[src/hw/rtl/lrr2_pkg.sv]
`timescale 1ns / 1ps
// Shared constants for the rotated 2bpp line rasterizer: parameter defaults,
// register indexes and reset values, rotation and mode codes, lane mask and field widths.
// No dependencies.
package lrr2_pkg;

    localparam int COORD_BITS_DEF    = 10;
    localparam int MAX_ROW_BYTES_DEF = 256;

    // Configuration register indexes
    localparam logic [1:0] REG_ROTATION   = 2'd0;
    localparam logic [1:0] REG_MEM_WIDTH  = 2'd1;
    localparam logic [1:0] REG_MEM_HEIGHT = 2'd2;
    localparam logic [1:0] REG_ROW_BYTES  = 2'd3;

    localparam int CFG_ADDR_W = 2;
    localparam int CFG_DATA_W = 11;

    // Register reset values
    localparam logic [1:0]  RST_ROTATION   = 2'd0;
    localparam logic [10:0] RST_MEM_WIDTH  = 11'd400;
    localparam logic [10:0] RST_MEM_HEIGHT = 11'd300;
    localparam logic [8:0]  RST_ROW_BYTES  = 9'd100;

    // Rotation codes
    localparam logic [1:0] ROT_0   = 2'd0;
    localparam logic [1:0] ROT_90  = 2'd1;
    localparam logic [1:0] ROT_180 = 2'd2;
    localparam logic [1:0] ROT_270 = 2'd3;

    // Item modes
    localparam logic MODE_START   = 1'b0;
    localparam logic MODE_ADVANCE = 1'b1;

    // Lane mask of the leftmost pixel in a byte
    localparam logic [7:0] LANE0_MASK = 8'hC0;

    // Result field widths
    localparam int ADDR_W  = 18;
    localparam int BYTE_W  = 8;
    localparam int OUT_W   = 40;

endpackage

[src/hw/rtl/line_rasterizer_rotated_2bpp_core.sv]
`timescale 1ns / 1ps
// Output: a pixel write is registered and appears on the master side in the cycle after its
//   advance transaction is accepted; start transactions give no result.
// Throughput: one transaction per cycle while the master side keeps ready high;
//   the single output register is the only stall point (ready drops when full).
// Reset (synchronous, active low) idles the line engine, drops the pending
//   result and loads rotation 0, 400 x 300 pixels and 100 bytes per row.
// Depends on lrr2_pkg.
module line_rasterizer_rotated_2bpp_core #(
    parameter int COORD_BITS    = lrr2_pkg::COORD_BITS_DEF,
    parameter int MAX_ROW_BYTES = lrr2_pkg::MAX_ROW_BYTES_DEF,
    localparam int IN_W         = ((4 * COORD_BITS + 2 + 7) / 8) * 8
) (
    input  logic                            i_clk,
    input  logic                            i_rst_n,

    // configuration write port
    input  logic                            i_cfg_we,
    input  logic [lrr2_pkg::CFG_ADDR_W-1:0] i_cfg_addr,
    input  logic [lrr2_pkg::CFG_DATA_W-1:0] i_cfg_wdata,

    // slave side: command transactions
    input  logic                            s_axis_tvalid,
    output logic                            s_axis_tready,
    // tdata, low bit up: x_start, y_start, x_end, y_end, color, zero fill
    input  logic [IN_W-1:0]                 s_axis_tdata,
    // tuser: mode (0 start, 1 advance)
    input  logic                            s_axis_tuser,

    // master side: pixel write transactions
    output logic                            m_axis_tvalid,
    input  logic                            m_axis_tready,
    // tdata, low bit up: byte_addr[17:0], bit_mask[7:0], write_data[7:0], zero fill
    output logic [lrr2_pkg::OUT_W-1:0]      m_axis_tdata,
    // tuser: out_of_range
    output logic                            m_axis_tuser,
    // tlast: final pixel of the line
    output logic                            m_axis_tlast
);

    localparam int C  = COORD_BITS;
    localparam int EW = C + 3;                        // error term width
    localparam int SW = ((C > 11) ? C : 11) + 2;      // signed rotated coordinate width
    localparam logic [8:0] RB_CAP = 9'((MAX_ROW_BYTES > 511) ? 511 : MAX_ROW_BYTES);
    localparam logic signed [SW-1:0] ONE_S = {{(SW-1){1'b0}}, 1'b1};

    // ------------------------------------------------------------------
    // Configuration registers
    // ------------------------------------------------------------------
    logic [1:0]  r_rotation;
    logic [10:0] r_mem_width;
    logic [10:0] r_mem_height;
    logic [8:0]  r_row_bytes;

    always_ff @(posedge i_clk) begin
        if (!i_rst_n) begin
            r_rotation   <= lrr2_pkg::RST_ROTATION;
            r_mem_width  <= lrr2_pkg::RST_MEM_WIDTH;
            r_mem_height <= lrr2_pkg::RST_MEM_HEIGHT;
            r_row_bytes  <= lrr2_pkg::RST_ROW_BYTES;
        end else if (i_cfg_we) begin
            case (i_cfg_addr)
                lrr2_pkg::REG_ROTATION:   r_rotation   <= i_cfg_wdata[1:0];
                lrr2_pkg::REG_MEM_WIDTH:  r_mem_width  <= i_cfg_wdata[10:0];
                lrr2_pkg::REG_MEM_HEIGHT: r_mem_height <= i_cfg_wdata[10:0];
                lrr2_pkg::REG_ROW_BYTES:  r_row_bytes  <= i_cfg_wdata[8:0];
                default: ;
            endcase
        end
    end

    // ------------------------------------------------------------------
    // Input unpacking and handshake
    // ------------------------------------------------------------------
    logic [C-1:0] w_xs, w_ys, w_xe, w_ye;
    logic [1:0]   w_color;
    logic         w_in_fire;
    logic         w_start;
    logic         w_advance;

    assign w_xs    = s_axis_tdata[C-1:0];
    assign w_ys    = s_axis_tdata[2*C-1:C];
    assign w_xe    = s_axis_tdata[3*C-1:2*C];
    assign w_ye    = s_axis_tdata[4*C-1:3*C];
    assign w_color = s_axis_tdata[4*C+1:4*C];

    logic r_out_valid;

    // Take a new transaction whenever the output register is free or draining.
    assign s_axis_tready = !r_out_valid || m_axis_tready;
    assign w_in_fire     = s_axis_tvalid && s_axis_tready;
    assign w_start       = w_in_fire && (s_axis_tuser == lrr2_pkg::MODE_START);

    // ------------------------------------------------------------------
    // Line state
    // ------------------------------------------------------------------
    logic [C-1:0]         r_cur_x, r_cur_y, r_end_x, r_end_y;
    logic signed [EW-1:0] r_err;
    logic [C-1:0]         r_dx;
    logic signed [C:0]    r_ndy;
    logic                 r_step_x_neg, r_step_y_neg;
    logic [1:0]           r_line_color;
    logic                 r_busy;

    logic [C-1:0]         n_cur_x, n_cur_y;
    logic signed [EW-1:0] n_err;

    // Advance only emits while a line is active; idle advances are dropped.
    assign w_advance = w_in_fire && (s_axis_tuser == lrr2_pkg::MODE_ADVANCE) && r_busy;

    // Bresenham step decision: double the error once, before either axis moves.
    logic signed [EW:0] w_e2;
    logic               w_move_x, w_move_y;
    logic               w_is_last;

    assign w_e2     = {r_err, 1'b0};
    assign w_move_x = w_e2 >= $signed({{3{r_ndy[C]}}, r_ndy});
    assign w_move_y = w_e2 <= $signed({4'b0, r_dx});
    assign w_is_last = (w_move_x && (r_cur_x == r_end_x)) ||
                       (w_move_y && (r_cur_y == r_end_y));

    always_comb begin
        n_cur_x = r_cur_x;
        n_cur_y = r_cur_y;
        n_err   = r_err;
        if (w_move_x) begin
            n_err   = n_err + $signed({{2{r_ndy[C]}}, r_ndy});
            n_cur_x = r_step_x_neg ? r_cur_x - 1'b1 : r_cur_x + 1'b1;
        end
        if (w_move_y) begin
            n_err   = n_err + $signed({3'b0, r_dx});
            n_cur_y = r_step_y_neg ? r_cur_y - 1'b1 : r_cur_y + 1'b1;
        end
    end

    // Start item setup: absolute deltas and step directions.
    logic [C-1:0]      w_adx, w_ady;
    logic signed [C:0] w_start_ndy;

    assign w_adx       = (w_xe >= w_xs) ? w_xe - w_xs : w_xs - w_xe;
    assign w_ady       = (w_ye >= w_ys) ? w_ye - w_ys : w_ys - w_ye;
    assign w_start_ndy = -$signed({1'b0, w_ady});

    always_ff @(posedge i_clk) begin
        if (!i_rst_n) begin
            r_cur_x      <= '0;
            r_cur_y      <= '0;
            r_end_x      <= '0;
            r_end_y      <= '0;
            r_err        <= '0;
            r_dx         <= '0;
            r_ndy        <= '0;
            r_step_x_neg <= 1'b0;
            r_step_y_neg <= 1'b0;
            r_line_color <= '0;
            r_busy       <= 1'b0;
        end else if (w_start) begin
            // Drop any active line and load the new one.
            r_cur_x      <= w_xs;
            r_cur_y      <= w_ys;
            r_end_x      <= w_xe;
            r_end_y      <= w_ye;
            r_dx         <= w_adx;
            r_ndy        <= w_start_ndy;
            r_step_x_neg <= !(w_xs < w_xe);
            r_step_y_neg <= !(w_ys < w_ye);
            r_err        <= $signed({3'b0, w_adx}) + $signed({{2{w_start_ndy[C]}}, w_start_ndy});
            r_line_color <= w_color;
            r_busy       <= 1'b1;
        end else if (w_advance) begin
            if (w_is_last) begin
                r_busy <= 1'b0;
            end else begin
                r_cur_x <= n_cur_x;
                r_cur_y <= n_cur_y;
                r_err   <= n_err;
            end
        end
    end

    // ------------------------------------------------------------------
    // Rotation into memory coordinates and range check
    // ------------------------------------------------------------------
    logic signed [SW-1:0] w_x_s, w_y_s, w_w_s, w_h_s;
    logic signed [SW-1:0] w_mx, w_my, w_mx_byte;
    logic [8:0]           w_rb;
    logic                 w_oor;

    assign w_x_s = $signed({{(SW-C){1'b0}}, r_cur_x});
    assign w_y_s = $signed({{(SW-C){1'b0}}, r_cur_y});
    assign w_w_s = $signed({{(SW-11){1'b0}}, r_mem_width});
    assign w_h_s = $signed({{(SW-11){1'b0}}, r_mem_height});

    always_comb begin
        case (r_rotation)
            lrr2_pkg::ROT_0: begin
                w_mx = w_w_s - ONE_S - w_y_s;
                w_my = w_x_s;
            end
            lrr2_pkg::ROT_90: begin
                w_mx = w_w_s - ONE_S - w_x_s;
                w_my = w_h_s - ONE_S - w_y_s;
            end
            lrr2_pkg::ROT_180: begin
                w_mx = w_y_s;
                w_my = w_h_s - ONE_S - w_x_s;
            end
            default: begin
                w_mx = w_x_s;
                w_my = w_y_s;
            end
        endcase
    end

    // Limit the row pitch to the largest supported row.
    assign w_rb      = (r_row_bytes > RB_CAP) ? RB_CAP : r_row_bytes;
    assign w_mx_byte = w_mx >>> 2;
    assign w_oor     = w_mx[SW-1] || w_my[SW-1] || (w_mx >= w_w_s) || (w_my >= w_h_s) ||
                       (w_mx_byte >= $signed({{(SW-9){1'b0}}, w_rb}));

    // In range, both coordinates are below 2048 and fit 11 bits.
    logic [19:0] w_prod, w_sum;
    logic [1:0]  w_lane;

    assign w_prod = {9'b0, w_my[10:0]} * {11'b0, w_rb};
    assign w_sum  = w_prod + {11'b0, w_mx[10:2]};
    assign w_lane = w_mx[1:0];

    // ------------------------------------------------------------------
    // Result register
    // ------------------------------------------------------------------
    logic [lrr2_pkg::ADDR_W-1:0] r_addr;
    logic [lrr2_pkg::BYTE_W-1:0] r_mask;
    logic [lrr2_pkg::BYTE_W-1:0] r_data;
    logic                        r_oor;
    logic                        r_last;

    always_ff @(posedge i_clk) begin
        if (!i_rst_n) begin
            r_out_valid <= 1'b0;
        end else if (w_advance) begin
            r_out_valid <= 1'b1;
        end else if (m_axis_tready) begin
            r_out_valid <= 1'b0;
        end
    end

    // Payload carries no reset; it loads with each emitted pixel.
    always_ff @(posedge i_clk) begin
        if (w_advance) begin
            r_oor  <= w_oor;
            r_last <= w_is_last;
            if (w_oor) begin
                // mask the write off instead of wrapping into another row
                r_addr <= '0;
                r_mask <= '0;
                r_data <= '0;
            end else begin
                r_addr <= w_sum[lrr2_pkg::ADDR_W-1:0];
                r_mask <= lrr2_pkg::LANE0_MASK >> {w_lane, 1'b0};
                r_data <= {r_line_color, 6'b0} >> {w_lane, 1'b0};
            end
        end
    end

    assign m_axis_tvalid = r_out_valid;
    assign m_axis_tdata  = {6'b0, r_data, r_mask, r_addr};
    assign m_axis_tuser  = r_oor;
    assign m_axis_tlast  = r_last;

    // ------------------------------------------------------------------
    // Assertions
    // ------------------------------------------------------------------
    a_oor_masked: assert property (@(posedge i_clk) disable iff (!i_rst_n)
        (r_out_valid && r_oor) |-> (r_addr == '0 && r_mask == '0 && r_data == '0))
        else $error("out of range pixel carries a nonzero write");

    a_data_in_lane: assert property (@(posedge i_clk) disable iff (!i_rst_n)
        r_out_valid |-> ((r_data & ~r_mask) == '0))
        else $error("write data outside the selected lane");

    a_one_lane: assert property (@(posedge i_clk) disable iff (!i_rst_n)
        (r_out_valid && !r_oor) |-> (r_mask == 8'hC0 || r_mask == 8'h30 ||
                                     r_mask == 8'h0C || r_mask == 8'h03))
        else $error("in range pixel does not select exactly one lane");

    a_last_idles: assert property (@(posedge i_clk) disable iff (!i_rst_n)
        (w_advance && w_is_last) |=> (!r_busy && r_out_valid && r_last))
        else $error("final pixel did not end the line");

    a_start_busy: assert property (@(posedge i_clk) disable iff (!i_rst_n)
        w_start |=> (r_busy && !r_out_valid || r_busy && $past(r_out_valid)))
        else $error("start transaction did not load a line");

endmodule
[config.mk]
export PLATFORM = sky130hd
export DESIGN_NAME = line_rasterizer_rotated_2bpp_core
export DESIGN_NICKNAME = d
export VERILOG_FILES = /design/src/hw/rtl/lrr2_pkg.sv /design/src/hw/rtl/line_rasterizer_rotated_2bpp_core.sv
export SDC_FILE = /design/constraint.sdc
export NUM_CORES = 1
export LEC_CHECK = 0
export BUFFER_PORTS_ARGS = -buffer_cell sky130_fd_sc_hd__buf_2
export CAP_MARGIN = 20
export CORE_MARGIN = 5
export CORE_UTILIZATION = 50
export DETAILED_ROUTE_END_ITERATION = 8
export GPL_TIMING_DRIVEN = 0
export HOLD_SLACK_MARGIN = 0.1
export PLACE_DENSITY = 0.8
export SLEW_MARGIN = 20
export SYNTH_ARGS = -nofsm -noshare
export SYNTH_HDL_FRONTEND = slang
export SYNTH_SLANG_ARGS = --single-unit
[constraint.sdc]
create_clock -name i_clk -period 7.93 [get_ports i_clk]
set_input_delay 0.793 -clock i_clk [delete_from_list [all_inputs] [get_ports i_clk]]
set_output_delay 0.793 -clock i_clk [all_outputs]
set_load 0.03 [all_outputs]
# [Word level (Yosys, flattened, before mapping)]
# Cells that the tools add are included.
[totals] reg_bits=149 in_bits=67 output_inout_bits=44 wordCells=117
[op_classes] n_addsub=19 mul=1 n_lt_le_gt_ge=10 eq_ne=8 shifts=2 muxes=25 n_bitwise=1 n_reduce_logical=30
[ops] operator="$mux W10" count=12
[ops] operator="$pmux W13 S3" count=2
[ops] operator="$mux W13" count=5
[ops] operator="$sub A12 B11 Y13" count=4
[ops] operator="$sub A10 B10 Y10" count=4
[ops] operator="$add A13 B11 Y13" count=2
[ops] operator="$ge A13 B12 Y1" count=2
[ops] operator="$sub A11 B1 Y12 const B" count=2
[ops] operator="$add A10 B1 Y10 const B" count=2
[ops] operator="$eq A10 B10 Y1" count=2
[ops] operator="$ge A10 B10 Y1" count=2
[ops] operator="$lt A10 B10 Y1" count=2
[ops] operator="$sub A10 B1 Y10 const B" count=2
[ops] operator="$add A18 B9 Y18" count=1
[ops] operator="$mul A11 B9 Y18" count=1
[ops] operator="$ge A14 B11 Y1" count=1
[ops] operator="$le A14 B11 Y1" count=1
[ops] operator="$add A11 B11 Y12" count=1
[ops] operator="$reduce_and A2 Y1" count=6
[ops] operator="$ge A11 B10 Y1" count=1
[ops] operator="$neg A10 Y11" count=1
[ops] operator="$reduce_bool A2 Y1" count=5
[ops] operator="$gt A9 B9 Y1 const B" count=1
[ops] operator="$mux W9" count=1
[ops] operator="12 further kinds" count=33

# [Depth between registers and ports, before layout]
# Gate-level depths: netlist of the first run.
[logic_depth] ltp_word=7 depth_mapped=36 depth_no_buf=34

# [Least setup slack after synthesis of the first run]
# OpenSTA, ideal clock, no wires.
[synth_timing] path_type="register -> register" start="reg r_rotation[0]" end="reg r_addr[17] (netlist bit), data pin" setup_ns=0.258 t_arrival_ns=7.471 t_required_ns=7.672 slack_ns=0.201 stages_incl_launch_ff=32 path_buffers=2 synth_period_minus_slack_ns=7.729 cell_sequence="dfxtp_1 > inv_1 > ha_1 > clkbuf_1 > buf_1 > o21ai_0 > ha_1 > fa_1 > nand2b_1 > a21boi_0 > o21ai_0 > a21oi_1 > nor2_1 > xnor2_1 > a221oi_1 > a21oi_1 > nand2_1 > fa_1 > inv_1 > fa_1 > fa_1 > fa_1 > inv_1 > fa_1 > inv_1 > ha_1 > or3_1 > o21ai_0 > o31ai_1 > o41ai_1 > a21o_1 > a21oi_1"
[synth_via] elab_chain_cells=6 elab_cells_between_ends=14 cone_classes="1 x add/sub; 1 x mul; 3 x order compare; 2 x eq/ne; 2 x mux; 5 x reduce/logical"
[synth_lines] element="from (decl)" line_no="line_rasterizer_rotated_2bpp_core.sv:50" text="logic [1:0] r_rotation;"
[synth_lines] element="from (signal assigned)" line_no="line_rasterizer_rotated_2bpp_core.sv:57" text="r_rotation <= lrr2_pkg::RST_ROTATION;"
[synth_lines] element="from (signal assigned)" line_no="line_rasterizer_rotated_2bpp_core.sv:63" text="lrr2_pkg::REG_ROTATION: r_rotation <= i_cfg_wdata[1:0];"
[synth_lines] element="parallel branches: the longest is 6 deep, another holds $mul A11 B9 Y18"
[synth_lines] element="to (signal assigned)" line_no="line_rasterizer_rotated_2bpp_core.sv:259" text="r_addr <= w_sum[lrr2_pkg::ADDR_W-1:0];"
[synth_lines] element="to (decl)" line_no="line_rasterizer_rotated_2bpp_core.sv:232" text="logic [lrr2_pkg::ADDR_W-1:0] r_addr;"
# Parallel ways; which one is timed is not known.
# A chain may end at the register's enable or synchronous reset.

# [Worst setup path after layout of the first run]
[layout_timing] start="reg r_rotation[0]" end="reg r_addr[13] (netlist bit), data pin"
# Same word-level chain as after synthesis.

==> results of run 1 <==
==> per-layer routing <==
| metal | share of wire, % | up-vias |
|---|---|---|
| met5 | 0 | - |
| met4 | 4.1 | 0 |
| met3 | 8.7 | 132 |
| met2 | 45 | 705 |
| met1 | 42 | 7187 |
| li1 | - | 7198 |
==> critical path, delay by kind of cell (launching register included) <==
family | cells | cell delay [ns]
AO/OA/AOI/OAI | 9 | 1.52
XOR/XNOR | 2 | 0.41
adder cells (fa/ha/maj) | 9 | 3.57
buffers and inverters | 6 | 0.61
flip-flops | 1 | 0.36
AND/OR/NAND/NOR | 6 | 0.84
==> power breakdown <==
part	internal, mW	switching, mW
Sequential	0.814	0.0740
Combinational	0.777	1.13
Clock	0.445	0.356
Total	2.04	1.56
==> synth_stat cells (7+ instances only) <==
master	n
inv_1	205
a211oi_1	40
mux2_2	11
o21ai_0	72
a221oi_1	7
a21oi_1	154
o211ai_1	25
nor3_1	44
buf_1	8
a21boi_0	7
buf_4	10
xnor2_1	80
mux2i_1	41
a31oi_1	14
nand4_1	18
o21bai_1	10
edfxtp_1	32
xor2_1	45
dfxtp_1	113
nor4_1	17
nand3_1	28
nor2b_1	39
nand2_1	226
ha_1	217
a221o_1	7
and3_1	17
o21a_1	29
nor2_1	156
nand2b_1	20
fa_1	79
or3_1	11
o31a_1	9
a21o_1	41
clkbuf_1	58
and2_1	18
==> how the worst max path moves through the flow <==
stage,startpoint,cells after the start,to
after global routing,r_rotation[0],32,r_addr[13]
final,r_rotation[0],32,r_addr[13]
after detailed placement,r_rotation[0],31,r_addr[17]
after CTS,r_rotation[0],31,r_addr[17]
after floorplan,r_rotation[0],31,r_addr[17]
after global placement,r_rotation[0],31,r_addr[17]
==> stage by stage <==
step	cell area, sq um	worst slack, ns
floorplan	16300	0.201
global placement	17300	-1.03
detailed placement	17300	-1.18
CTS	17900	0.00250
global route	18000	-0.0538
finish	18100	0.356
==> flip-flops by register name (all words and copies together), names as in the netlist, 8 cells and up <==
signal / cells
r_cur_y: 10
r_mem_height: 11
r_data: 8
r_mem_width: 11
r_end_y: 10
r_err: 13
r_row_bytes: 9
r_end_x: 10
r_ndy: 11
r_cur_x: 10
r_addr: 18
r_dx: 10
==> layout make-up <==
type | count | share of cell area, %
Inverter | 210 | 4.37
Buffer | 78 | 1.91
Timing Repair Buffer | 105 | 3.04
Multi-Input combinational cell | 1572 | 66.6
Tap cell | 442 | 3.06
Clock inverter | 13 | 0.721
Clock buffer | 19 | 2.45
Sequential cell | 145 | 17.9
Antenna cell | 1 | 0.0139
==> cell families after synthesis <==
| family | Yosys count | synth area share, % |
|---|---|---|
| flip-flops | 145 | 19.8 |
| multiplexers | 52 | 3.29 |
| adder cells (fa/ha/maj) | 296 | 26.4 |
| buffers and inverters | 289 | 6.97 |
| AND/OR/NAND/NOR | 618 | 17.6 |
| XOR/XNOR | 125 | 6.74 |
| AO/OA/AOI/OAI | 475 | 19.1 |
| other | 1 | 0.0231 |
==> what timing repair did <==
item,4_1_cts,5_1_grt
endpoints found under the setup margin,10,9
gates resized for setup,9,25
pin swaps,0,8
buffers inserted,1,8
==> results by group, run 1 <==
Outcome
  • Outcome: finished clean

Layout
  • Reg area: 3220 sq um
  • Layout area overhead: 11.1%
  • Multi-input logic area: 12,000 sq um
  • Most frequent cells in the layout: 226 x nand2_1, 216 x ha_1, 203 x inv_1
  • Final-layout fill cell count: 2,911
  • Non-Filler Instances: 2,585
  • Ratio of cells with drive above 1 in the final layout: 9.29%
  • Net count, final: 2,492
  • Util after Layout: 55.9%
  • Commonest non-fill, non-tap cell in the layout: nand2_1

Logic synthesis
  • Post-synth EDFFs: 32
  • Sequential area share after synthesis: 19.8%
  • Seq cells post-synth: 145
  • Area share of the largest cell type after synthesis: 16.7%
  • Synth area leader: ha_1
  • Netlist cell types: 73
  • Synth Cell Area: 16,200 sq um
  • Yosys warns: 0
  • Post-synth ARST share: 0%
  • Syn Area/Cell: 8.12 sq um
  • Cell count after synthesis: 2,001
  • Top post-synthesis cells by area: ha_1 17%, dfxtp_1 14%, fa_1 9.7%
  • Synth Flop Type: dfxtp_1

Power
  • VDD IR-drop max: 0.171 mV
  • Pwr dens: 199 nW/um^2
  • Lkg Pwr: 8.22 nW
  • Total Power: 3.60 mW

GRT
  • Grt met1 use: 35.5%
  • Gr busiest metal: met2
  • Vias in the first global route: 14,800
  • GR Util met2: 41.5%
  • Initial antenna violation count: 0
  • Total GRT Usage: 26.0%
  • Largest net degree at the start of global routing: 33
  • First-pass GRT wire length: 75,600 microns
  • GR Util met3: 3.68%
  • Overflow after GRT: 0

Critical path
  • Worst Reg-to-Reg Cells: 32
  • Worst EP arrival: 7.75 ns
  • Max stage delay on crit path: 0.55 ns
  • Crit Path Class: flip-flop to flip-flop
  • Worst setup EP type: flip-flop
  • Startpoint Class: flip-flop
  • Critical Path Slowest Stage Cell: fa_1
  • Reg2reg start: r_rotation[0]
  • Worst path most repeated cell: fa_1
  • CP max FO: 10
  • Worst R2R End: r_addr[13]
  • Data required, critical path: 8.11 ns
  • Worst reg2reg setup slack: 0.36 ns

Floorplanning
  • Die area: 36,200 sq um
  • # IOs: 111
  • Die height: 190 microns
  • Core area: 32,300 sq um
  • Die width: 190 microns
  • Initial Util: 50.3%
  • Row cnt: 66

Place
  • Placer Congestion: 0.945
  • Hpwl dp: 38,600 microns
  • Placed Cells: 2,544
  • Port Buffers: 96

STA
  • Final Setup Violations: 0
  • WHS: 0.461 ns
  • Tcrit/Tclk final: 95.5%
  • Post-layout min period: 7.57 ns
  • FMAX: 0.132 GHz
  • Total negative slack: 0 ns
  • Worst Skew: 0.0114 ns
  • Worst slew margin: 35.9%
  • Max Slew Vio Count: 0
  • Worst slew pin tran: 0.955 ns
  • Final Hold Fails: 0

Clock tree
  • CTS tree: built
  • Root Driver: clkbuf_16
  • Num CTS Buffers: 17
  • Clock transition at path regs: 0.07 ns
  • Clock sinks: 145
  • Hold-fix buffers at CTS: 0
  • Clock Latency Late Sink: 0.44 ns
  • H-tree Lvls: 4
  • Clk buf depth: 2

Drt
  • WL/cell: 18.6 microns
  • Via-to-Cell Ratio: 5.89
  • Antenna viol nets, final: 0
  • DRC Markers: 0
  • Router iterations before antenna repair: 7
  • DR iter-0 viols: 1,235
  • Routed WL: 48,100 microns
  • Detailed-route via count: 15,200

Hold path
  • Min-Delay Path Depth: 2
  • Hold endpoint: r_row_bytes[4]
  • Hold WC Path Type: flip-flop to flip-flop
  • Worst hold start: r_row_bytes[4]

Flow run
  • Maxcap violations: 0
Note: power is estimated with default switching activity, not from simulation.
==> inputs of run 2 (changes only) <==
CAP_MARGIN = 5   (was 20)
CELL_PAD_IN_SITES_DETAIL_PLACEMENT = 2   (was not set)
CELL_PAD_IN_SITES_GLOBAL_PLACEMENT = 2   (was not set)
CORE_UTILIZATION = 34   (was 50)
PLACE_DENSITY = 0.87   (was 0.8)
SKIP_LAST_GASP = 1   (was not set)
==> run 2 against run 1 <==
  * Die area increased by 44%
  * Global-route usage decreased by 1.6 points
  * Wire length increased by 42%
  * Worst hold slack improved by 0.0071 ns
  * Combinational power increased by 13%
  * Sequential share of layout area decreased by 0.33 points
  * Critical path depth increased by 1
  * Highest routed layer unchanged
  * Power increased by 8.5%
  * Clock skew increased by 0.0042 ns
  * Cell area increased by 1.9%
  * Critical endpoint is now r_addr[17]
  * Non-clock buffer count increased by 2
  * Fmax decreased by 2.1%
  * Largest power group unchanged
==> results by group, run 2 (same netlist as run 1, synthesis figures left out) <==
Layout
  • Final-layout fill cell count: 5,392
  • Net count, final: 2,494
  • Most frequent cells in the layout: 226 x nand2_1, 215 x ha_1, 202 x inv_1
  • Ratio of cells with drive above 1 in the final layout: 10.0%
  • Number of flip-flops in the largest register: 18
  • Post-Layout Inst Area: 18,400 sq um
  • Most flops, register: r_addr
  • Largest regs: r_addr x18, r_err x13
  • Layout area overhead: 13.3%
  • Reg area: 3220 sq um
  • Multi-input logic area: 12,100 sq um
  • Non-Filler Instances: 2,759
  • Util after Layout: 38.7%
  • Commonest non-fill, non-tap cell in the layout: nand2_1
  • Antenna cells: 0

GRT
  • Largest net degree at the start of global routing: 33
  • Total GRT Usage: 24.4%
  • Overflow after GRT: 0
  • Vias in the first global route: 17,700
  • First-pass GRT wire length: 101,000 microns
  • Initial antenna violation count: 1

Power
  • Total Power: 3.91 mW
  • VDD IR-drop max: 0.173 mV
  • Lkg Pwr: 8.26 nW
  • Pwr dens: 212 nW/um^2

Hold path
  • Hold WC Path Type: flip-flop to flip-flop
  • Worst hold start: r_end_y[7]

Critical path
  • Startpoint Class: flip-flop
  • CP startpoint: r_rotation[0]
  • Crit Path Class: flip-flop to flip-flop
  • Worst EP arrival: 7.96 ns
  • Data required, critical path: 8.16 ns
  • Worst setup EP type: flip-flop
  • CP max FO: 10
  • Critical Path Slowest Stage Cell: fa_1
  • Reg2reg start: r_rotation[0]
  • Max stage delay on crit path: 0.57 ns

Drt
  • Routed WL: 68,200 microns
  • Antenna viol nets, final: 0
  • WL/cell: 24.7 microns
  • Router iterations before antenna repair: 7
  • Detailed-route via count: 15,900
  • DRC Markers: 0
  • DR iter-0 viols: 1,099
  • Via-to-Cell Ratio: 5.76

STA
  • Total negative slack: 0 ns
  • Worst slew pin tran: 1.12 ns
  • RSZ-0062 raised after global routing: yes
  • Final Setup Violations: 0
  • Max Slew Vio Count: 0
  • FMAX: 0.129 GHz
  • Final Hold Fails: 0
  • Post-layout min period: 7.74 ns
  • WHS: 0.468 ns
  • Worst slew margin: 24.7%
  • Setup ws final: 0.194 ns
  • Tcrit/Tclk final: 97.5%
  • Worst Skew: 0.0157 ns

Place
  • Pre-CTS setup slack: -1.81 ns
  • Placer Congestion: 0.939
  • Port Buffers: 96
  • Placed Cells: 2,717
  • Post-DP Area: 17,500 sq um
  • Hpwl dp: 52,400 microns

Clock tree
  • Clock Latency Late Sink: 0.49 ns
  • Num CTS Buffers: 17
  • CTS tree: built
  • Hold-fix buffers at CTS: 0
  • H-tree Lvls: 4
  • Clk buf depth: 2
  • Root Driver: clkbuf_16
  • Clock transition at path regs: 0.06 ns
  • Clock sinks: 145

Floorplanning
  • Die area: 52,300 sq um
  • # IOs: 111
  • Core area: 47,500 sq um
  • Die width: 229 microns
  • Row cnt: 80
  • Initial Util: 34.2%
  • Die height: 229 microns

Outcome
  • Outcome: finished clean

Flow run
  • Maxcap violations: 0
[run 2: power breakdown]
group | switching [mW] | total [mW] | internal (mW)
combinational | 1.33 | 2.15 | 0.815
sequential | 0.0812 | 0.895 | 0.813
clock | 0.391 | 0.866 | 0.475
total | 1.80 | 3.91 | 2.10
[run 2: repair_timing]
item / in CTS / in global routing
hold endpoints to repair: 0 / 0
pin swaps: 4 / 12
setup buffers: 5 / 5
resized for setup: 41 / 18
endpoints found under the setup margin: 12 / 8
[run 2: area by class of cell]
cell class              count  share of cell area (%)
well taps                 615                    4.18
repair buffers            106                    3.02
clock buffers              21                    2.62
clock inverters            11                   0.646
inverters                 210                    4.28
flip-flops and latches    145                    17.5
multi-input cells        1572                    65.8
plain buffers              79                    1.97
[run 2: critical path, delay by kind of cell (launching register included)]
kind / cells / cell delay, ns
flip-flops: 1 / 0.33
adder cells (fa/ha/maj): 9 / 3.29
buffers and inverters: 5 / 0.73
AND/OR/NAND/NOR: 8 / 1.54
AO/OA/AOI/OAI: 11 / 1.56
[run 2: path summary, 6_finish.rpt]
| path | slack (ns) | depth (start not counted) | end |
|---|---|---|---|
| max | 0.19 | 33 | r_addr[17] |
| min | 0.47 | 2 | r_end_y[7] |
| max reg2reg | 0.19 | 33 | r_addr[17] |
| min reg2reg | 0.47 | 2 | r_end_y[7] |
[run 2: routing by layer]
| layer | up-vias | routed length [microns] | track usage, % |
|---|---|---|---|
| met3 | 159 | 2970 | 3.58 |
| met5 | - | 0 | 0 |
| met2 | 471 | 33900 | 43.3 |
| met4 | 0 | 2630 | 9.00 |
| li1 | 7174 | - | - |
| met1 | 8094 | 28800 | 30.0 |
